<file path="src/mma_pkg.sv">
`timescale 1ns / 1ps
// Shared types, codes and defaults of the matrix multiply-accumulate unit.
package mma_pkg;

	localparam int MAX_DIM_DEF   = 16;
	localparam int ELEM_BITS_DEF = 16;
	localparam int ACC_BITS_DEF  = 48;

	// Fixed widths of the request and response fields
	localparam int FUNC_W     = 3;
	localparam int INDEX_W    = 4;
	localparam int FACTOR_W   = 16;
	localparam int ACC_IN_W   = 48;
	localparam int STATUS_W   = 2;

	// Configuration registers
	localparam int CFG_W     = 5;
	localparam int CFG_IDX_W = 2;
	localparam logic [CFG_W-1:0]     CFG_RESET        = 5'd16;
	localparam logic [CFG_IDX_W-1:0] CFG_ROW_COUNT    = 2'd0;
	localparam logic [CFG_IDX_W-1:0] CFG_INNER_COUNT  = 2'd1;
	localparam logic [CFG_IDX_W-1:0] CFG_COLUMN_COUNT = 2'd2;

	// Request function codes
	localparam logic [FUNC_W-1:0] FN_WRITE_A = 3'd0;
	localparam logic [FUNC_W-1:0] FN_WRITE_B = 3'd1;
	localparam logic [FUNC_W-1:0] FN_WRITE_C = 3'd2;
	localparam logic [FUNC_W-1:0] FN_COMPUTE = 3'd3;
	localparam logic [FUNC_W-1:0] FN_READ_C  = 3'd4;

	// Response status codes
	localparam logic [STATUS_W-1:0] ST_OK    = 2'd0;
	localparam logic [STATUS_W-1:0] ST_RANGE = 2'd1;
	localparam logic [STATUS_W-1:0] ST_SAT   = 2'd2;

	typedef struct packed {
		logic [FUNC_W-1:0]          func;
		logic [INDEX_W-1:0]         row_index;
		logic [INDEX_W-1:0]         col_index;
		logic signed [FACTOR_W-1:0] factor_value;
		logic signed [ACC_IN_W-1:0] acc_value;
	} req_t;

	typedef struct packed {
		logic signed [ACC_IN_W-1:0] read_value;
		logic [STATUS_W-1:0]        status;
		logic                       done_res;
	} rsp_t;

	// Controller to datapath
	typedef struct packed {
		logic accept;
		logic mac_go;
		logic mac_first;
		logic mac_last;
		logic result_load;
	} ctrl_cmd_t;

	// Datapath to controller
	typedef struct packed {
		logic pipe_busy;
		logic rsp_free;
	} dp_stat_t;

endpackage

</file>
<file path="src/mma_ctrl.sv">
`timescale 1ns / 1ps
// Controller: request acceptance and the row, column, inner-index sequencer.
module mma_ctrl #(
	parameter int MAX_DIM = mma_pkg::MAX_DIM_DEF
) (
	input  logic                         clk,
	input  logic                         arst_n,
	input  logic                         req_valid,
	input  logic [mma_pkg::FUNC_W-1:0]   req_func,
	output logic                         req_stall,
	input  logic [$clog2(MAX_DIM+1)-1:0] rows_eff,
	input  logic [$clog2(MAX_DIM+1)-1:0] mids_eff,
	input  logic [$clog2(MAX_DIM+1)-1:0] cols_eff,
	input  mma_pkg::dp_stat_t            stat,
	output mma_pkg::ctrl_cmd_t           cmd,
	output logic [$clog2(MAX_DIM)-1:0]   row_idx,
	output logic [$clog2(MAX_DIM)-1:0]   col_idx,
	output logic [$clog2(MAX_DIM)-1:0]   mid_idx
);
	import mma_pkg::*;

	localparam int DIM_W = $clog2(MAX_DIM);
	localparam int CNT_W = $clog2(MAX_DIM + 1);

	typedef enum logic [1:0] {IDLE, RUN, DRAIN, RESP} state_t;

	state_t           state_q;
	logic [DIM_W-1:0] i_q, j_q, k_q;
	logic             k_last, j_last, i_last;

	always_comb begin
		k_last = CNT_W'(k_q) == mids_eff - CNT_W'(1);
		j_last = CNT_W'(j_q) == cols_eff - CNT_W'(1);
		i_last = CNT_W'(i_q) == rows_eff - CNT_W'(1);

		cmd.accept      = (state_q == IDLE) && req_valid;
		cmd.mac_go      = (state_q == RUN);
		cmd.mac_first   = (state_q == RUN) && (k_q == '0);
		cmd.mac_last    = (state_q == RUN) && k_last;
		cmd.result_load = (state_q == RESP) && stat.rsp_free;
	end

	always_ff @(posedge clk or negedge arst_n) begin
		if (!arst_n) begin
			state_q <= IDLE;
			i_q     <= '0;
			j_q     <= '0;
			k_q     <= '0;
		end else begin
			unique case (state_q)
				IDLE: begin
					if (req_valid) begin
						state_q <= (req_func == FN_COMPUTE) ? RUN : RESP;
					end
				end
				RUN: begin
					// advance inner index, then column, then row
					if (k_last) begin
						k_q <= '0;
						if (j_last) begin
							j_q <= '0;
							if (i_last) begin
								i_q     <= '0;
								state_q <= DRAIN;
							end else begin
								i_q <= i_q + DIM_W'(1);
							end
						end else begin
							j_q <= j_q + DIM_W'(1);
						end
					end else begin
						k_q <= k_q + DIM_W'(1);
					end
				end
				DRAIN: begin
					if (!stat.pipe_busy) state_q <= RESP;
				end
				RESP: begin
					if (stat.rsp_free) state_q <= IDLE;
				end
				default: state_q <= IDLE;
			endcase
		end
	end

	assign req_stall = (state_q != IDLE);
	assign row_idx   = i_q;
	assign col_idx   = j_q;
	assign mid_idx   = k_q;

endmodule

</file>
<file path="config.mk">
export PLATFORM = sky130hd
export DESIGN_NAME = mma_ctrl
export DESIGN_NICKNAME = d
export VERILOG_FILES = /design/src/mma_pkg.sv /design/src/mma_ctrl.sv
export SDC_FILE = /design/constraint.sdc
export NUM_CORES = 1
export LEC_CHECK = 0
export ABC_AREA = 1
export BUFFER_PORTS_ARGS = -buffer_cell sky130_fd_sc_hd__buf_2
export CAP_MARGIN = 5
export CORE_ASPECT_RATIO = 1.5
export CORE_MARGIN = 2
export CORE_UTILIZATION = 48
export CTS_BUF_LIST = sky130_fd_sc_hd__clkbuf_4 sky130_fd_sc_hd__clkbuf_8
export DETAILED_ROUTE_END_ITERATION = 16
export GPL_TIMING_DRIVEN = 0
export PLACE_DENSITY = 0.78
export SLEW_MARGIN = 20
export SYNTH_ARGS = -nofsm -noshare
export SYNTH_HDL_FRONTEND = slang
export SYNTH_SLANG_ARGS = --single-unit
</file>
<file path="constraint.sdc">
create_clock -name clk -period 1.6 [get_ports clk]
set_input_delay 0.32 -clock clk [delete_from_list [all_inputs] [get_ports clk]]
set_output_delay 0.32 -clock clk [all_outputs]
set_load 0.005 [all_outputs]
</file>
==> report_table.html <==
<table>
<tr><th>Metric</th><th>Value</th></tr>
<tr><th colspan="2">Route</th></tr>
<tr><td>Total vias in the final route</td><td>1428</td></tr>
<tr><td>DRC violation total after the first TritonRoute iteration</td><td>22</td></tr>
<tr><td>Post-DR vias/cell</td><td>~4.7</td></tr>
<tr><td>Number of iterations in the first detailed-routing pass</td><td>5</td></tr>
<tr><td>Number of DRC violations after detailed routing</td><td>0</td></tr>
<tr><td>Detail-routed net length per standard cell</td><td>10.2 um</td></tr>
<tr><td>Post-route antenna net violation count</td><td>0</td></tr>
<tr><td>Overall routed net length</td><td>around 3.1 mm</td></tr>
<tr><th colspan="2">Synth</th></tr>
<tr><td>Post-synth top flop</td><td>dfrtp_1</td></tr>
<tr><td>Compound-gate portion of the synthesized area</td><td>5.06%</td></tr>
<tr><td>Dominant cell by count in the synthesized netlist</td><td>nand2_1</td></tr>
<tr><td>Post-synth cell types</td><td>28</td></tr>
<tr><td>Post-synthesis adder-cell area fraction</td><td>11.0%</td></tr>
<tr><td>Simple-Gate Fraction of Synth Area</td><td>roughly two fifths</td></tr>
<tr><td>Number of warnings issued by yosys</td><td>0</td></tr>
<tr><td>Cell types occupying the most area after synthesis</td><td>dfrtp_1 (26%), nand2_1 (17%), ha_1 (11%)</td></tr>
<tr><td>Combinational family with the most area after synthesis</td><td>simple AND/OR/NAND/NOR gates</td></tr>
<tr><td>#FFs+latches synth</td><td>14</td></tr>
<tr><td>Xor-xnor portion of the synthesized cell area</td><td>7.09%</td></tr>
<tr><td>Multiplexer share of the synthesized area</td><td>0%</td></tr>
<tr><td>Post-Syn Instances</td><td>roughly 200</td></tr>
<tr><td>Synthesized Nets</td><td>238</td></tr>
<tr><td>Dominant cell type by area after synthesis</td><td>dfrtp_1</td></tr>
<tr><td>Number of enable flip-flop cells after synthesis</td><td>0</td></tr>
<tr><td>Most used standard cells in the synthesized netlist</td><td>nand2_1 (61), inv_1 (34), nand3_1 (20), dfrtp_1 (14)</td></tr>
<tr><td>Post-Syn Area</td><td>0.00136 mm^2</td></tr>
<tr><td>Part of the Yosys area used for sequential elements</td><td>25.8%</td></tr>
<tr><td>Average footprint of a synthesized cell</td><td>6.69 um^2</td></tr>
<tr><td>Share of Yosys cell area claimed by the top area cell type</td><td>25.8%</td></tr>
<tr><td>Async set-reset flop share out of synthesis</td><td>100%</td></tr>
<tr><th colspan="2">Floorplan</th></tr>
<tr><td>Effective utilization at floorplan</td><td>50.8%</td></tr>
<tr><td>Die Footprint</td><td>approximately 0.0033 mm^2</td></tr>
<tr><td>Area of the placeable core</td><td>~0.0027 mm^2</td></tr>
<tr><td>Number of top-level pins</td><td>41</td></tr>
<tr><td>Count of standard-cell rows</td><td>23</td></tr>
<tr><td>Die H</td><td>69.2 um</td></tr>
<tr><td>Chip width</td><td>between 40 and 50 um</td></tr>
<tr><th colspan="2">STA</th></tr>
<tr><td>Tmin final</td><td>1.72 ns</td></tr>
<tr><td>Max Clock Freq</td><td>580 MHz</td></tr>
<tr><td>Largest clock skew in the final design</td><td>0.00267 ns</td></tr>
<tr><td>Slew of the pin with the lowest slew margin</td><td>0.307 ns</td></tr>
<tr><td>Final number of max-transition violations</td><td>0</td></tr>
<tr><td>Number of hold-slack violations in the final timing report</td><td>0</td></tr>
<tr><td>Summed negative setup slack over all endpoints</td><td>-0.231 ns</td></tr>
<tr><td>Slew Limit Headroom</td><td>around 80%</td></tr>
<tr><td>Count of endpoints failing setup in the final report</td><td>6</td></tr>
<tr><td>Worst-case hold slack</td><td>between 0.4 and 0.5 ns</td></tr>
<tr><td>Slack of the critical path</td><td>-0.123 ns</td></tr>
<tr><td>Period utilization</td><td>108%</td></tr>
<tr><td>Unrepaired setup endpoints after global routing</td><td>yes</td></tr>
<tr><th colspan="2">Worst setup path</th></tr>
<tr><td>Worst-case register-to-register setup slack</td><td>-0.06 ns</td></tr>
<tr><td>CP cell instances</td><td>xor2_1 &gt; nand2_1 &gt; nand3_2 &gt; nor2_4 &gt; nand2_4 &gt; inv_4 &gt; buf_6</td></tr>
<tr><td>Worst Reg-to-Reg Cells</td><td>9</td></tr>
<tr><td>Sort of element at the start of the critical path</td><td>flip-flop</td></tr>
<tr><td>RR Startpoint</td><td>mid_idx[3]$_DFFE_PN0P_</td></tr>
<tr><td>Highest cell delay on the worst timing path</td><td>0.43 ns</td></tr>
<tr><td>Critical register-to-register path endpoint</td><td>mid_idx[0]$_DFFE_PN0P_</td></tr>
<tr><td>Crit path required time</td><td>1.28 ns</td></tr>
<tr><td>Levels on crit path</td><td>7</td></tr>
<tr><td>Top cell family by delay on the critical path</td><td>flip-flops</td></tr>
<tr><td>Kind of end point of the critical path</td><td>primary output</td></tr>
<tr><td>Type of the worst setup path</td><td>reg2out</td></tr>
<tr><td>Maximum fanout along the worst path</td><td>4</td></tr>
<tr><td>Arrival @ worst endpoint</td><td>between 1 and 1.5 ns</td></tr>
<tr><td>Startpoint of the most critical setup path</td><td>mid_idx[3]$_DFFE_PN0P_</td></tr>
<tr><td>Critical-path top delay cell</td><td>dfrtp_2</td></tr>
<tr><td>Bufs and invs on worst path</td><td>2</td></tr>
<tr><th colspan="2">Final layout</th></tr>
<tr><td>Final instance area</td><td>between 0.0015 and 0.002 mm^2</td></tr>
<tr><td>Net count reported at finish</td><td>301</td></tr>
<tr><td>Area growth, synth to finish</td><td>39.5%</td></tr>
<tr><td>Proportion of layout cells with a drive suffix above 1</td><td>between 30 and 40%</td></tr>
<tr><td>ANT cells</td><td>0</td></tr>
<tr><th colspan="2">Placed design</th></tr>
<tr><td>Final estimated routing congestion in global placement</td><td>0.743</td></tr>
<tr><td>Count of input and output buffers</td><td>40</td></tr>
<tr><td>Dpl cell area</td><td>between 0.0015 and 0.002 mm^2</td></tr>
<tr><td>Placement-stage worst setup slack</td><td>-0.315 ns</td></tr>
<tr><td>HPWL after DPL</td><td>about 2.1 mm</td></tr>
<tr><th colspan="2">Power</th></tr>
<tr><td>Worst IR drop on VDD</td><td>0.849 mV</td></tr>
<tr><td>Leak Pwr</td><td>1.10 nW</td></tr>
<tr><td>Overall Power</td><td>roughly 2.3 mW</td></tr>
<tr><td>P per Cell Area</td><td>roughly 1200 mW/mm^2</td></tr>
<tr><th colspan="2">Clocking</th></tr>
<tr><td>Sinks on Clock Net</td><td>14</td></tr>
<tr><td>Clock tree from TritonCTS</td><td>yes</td></tr>
<tr><td>Clock Pin Slew Worst Setup and Hold Paths</td><td>0.06 ns</td></tr>
<tr><td>Maximum level of the CTS H-tree</td><td>1</td></tr>
<tr><td>CTS root buffer</td><td>clkbuf_8</td></tr>
<tr><td>CTS max path bufs</td><td>2</td></tr>
<tr><td>Cts bufs inserted</td><td>3</td></tr>
<tr><td>Insertion delay of the later-clocked pin in the worst-skew pair</td><td>0.24 ns</td></tr>
<tr><th colspan="2">GRT</th></tr>
<tr><td>Overflow after GRT</td><td>0</td></tr>
<tr><td>Pin count of the biggest net entering global routing</td><td>15</td></tr>
<tr><td>Global-route wire length before repair</td><td>5.17 mm</td></tr>
<tr><td>Antenna violations before repair</td><td>0</td></tr>
<tr><td>Total routing resource utilization after global routing</td><td>around 20%</td></tr>
<tr><td>Via count of the first global-routing pass</td><td>1356</td></tr>
<tr><th colspan="2">Run</th></tr>
<tr><td>Maximum Capacitance Violations</td><td>0</td></tr>
<tr><th colspan="2">Run status</th></tr>
<tr><td>Violations in the final reports</td><td>negative setup slack</td></tr>
<tr><td>Status</td><td>complete, but fails checks</td></tr>
<tr><th colspan="2">Worst hold path</th></tr>
<tr><td>HP Start</td><td>req_func[0]</td></tr>
<tr><td>Endpoint, Worst Hold</td><td>state_q[1]$_DFFE_PN0P_</td></tr>
<tr><td>Path type of the worst min-delay path</td><td>in2reg</td></tr>
<tr><td>Number of stages on the worst hold path</td><td>4</td></tr>
</table>
state kept, by name (all words and copies together) (netlist names):
register  flops
col_idx       4
mid_idx       4
row_idx       4
state_q       2
area by class of cell:
class / count / area [um^2]
Tap cell: 37 / 46.3
Timing Repair Buffer: 59 / 368
Clock buffer: 4 / 55.1
Multi-Input combinational cell: 146 / 911
Fill cell: 244 / 781
Sequential cell: 14 / 355
Inverter: 42 / 160
repair_timing:
item | in CTS | in global routing
pin swaps | 13 | 6
hold endpoints to repair | 14 | 0
setup endpoints to repair | 7 | 12
hold buffers | 1 | 0
setup buffers | 15 | 3
gates resized for setup | 17 | 8
worst max-delay path by stage:
stage,end,slack (ns)
finish,cmd[1],-0.12
global route,cmd[1],-0.18
CTS,cmd[1],-0.09
detailed placement,col_idx[2]$_DFFE_PN0P_,-0.32
global placement,col_idx[2]$_DFFE_PN0P_,-0.30
floorplan,cmd[1],0.001
metal layers:
layer / track usage, % / routed length (um) / up-vias
li1: - / - / 747
met1: 22.4 / 1230 / 646
met2: 37.7 / 1720 / 31
met3: 0.262 / 87 / 4
met4: 7.10 / 35 / 0
met5: 0 / 0 / -
per-stage QoR:
step / util, % / std cells
5_1_grt: 70.8 / 302
3_3_place_gp: 60.4 / 280
3_5_place_dp: 60.4 / 280
4_1_cts: 69.2 / 300
2_1_floorplan: - / 203
6_report: 70.8 / 302
cells by family (layout without fill, tap and decap cells):
family	count (synthesis)	in the layout
adder cells (fa/ha/maj)	12	12
XOR/XNOR	11	11
AND/OR/NAND/NOR	111	111
flip-flops	14	14
buffers and inverters	43	105
AO/OA/AOI/OAI	12	12
worst reg2reg max path, delay by kind of cell, from the launching register on:
kind / cells / cell delay, ns
DFF: 1 / 0.43
AOI/OAI and AO/OA: 2 / 0.26
and+or+nand+nor: 2 / 0.19
buffers and inverters: 4 / 0.51
xor gates and xnor gates: 1 / 0.15
placed cells by master (no fill, tap or decap), types with 2 or more instances in the layout:
master and instances:
nand2_1 55, buf_2 37, inv_1 32, nand3_1 20, buf_4 17, nor2_1 10
dfrtp_1 10, inv_2 9, nand2_2 9, ha_1 9, xnor2_1 6, xor2_1 5
nand4_1 4, o21ai_1 4, clkbuf_8 4, buf_6 4, dfrtp_2 4, nor2_4 3
ha_4 3, nor2_2 2, o21ai_0 2, o22ai_1 2, a21oi_1 2
where the power goes:
group | internal [mW] | total (mW) | switching [mW]
logic | 0.662 | 1.34 | 0.675
clock network | 0.218 | 0.339 | 0.121
registers | 0.479 | 0.632 | 0.153
total | 1.36 | 2.31 | 0.949
Power figures use the tool's default switching activity.
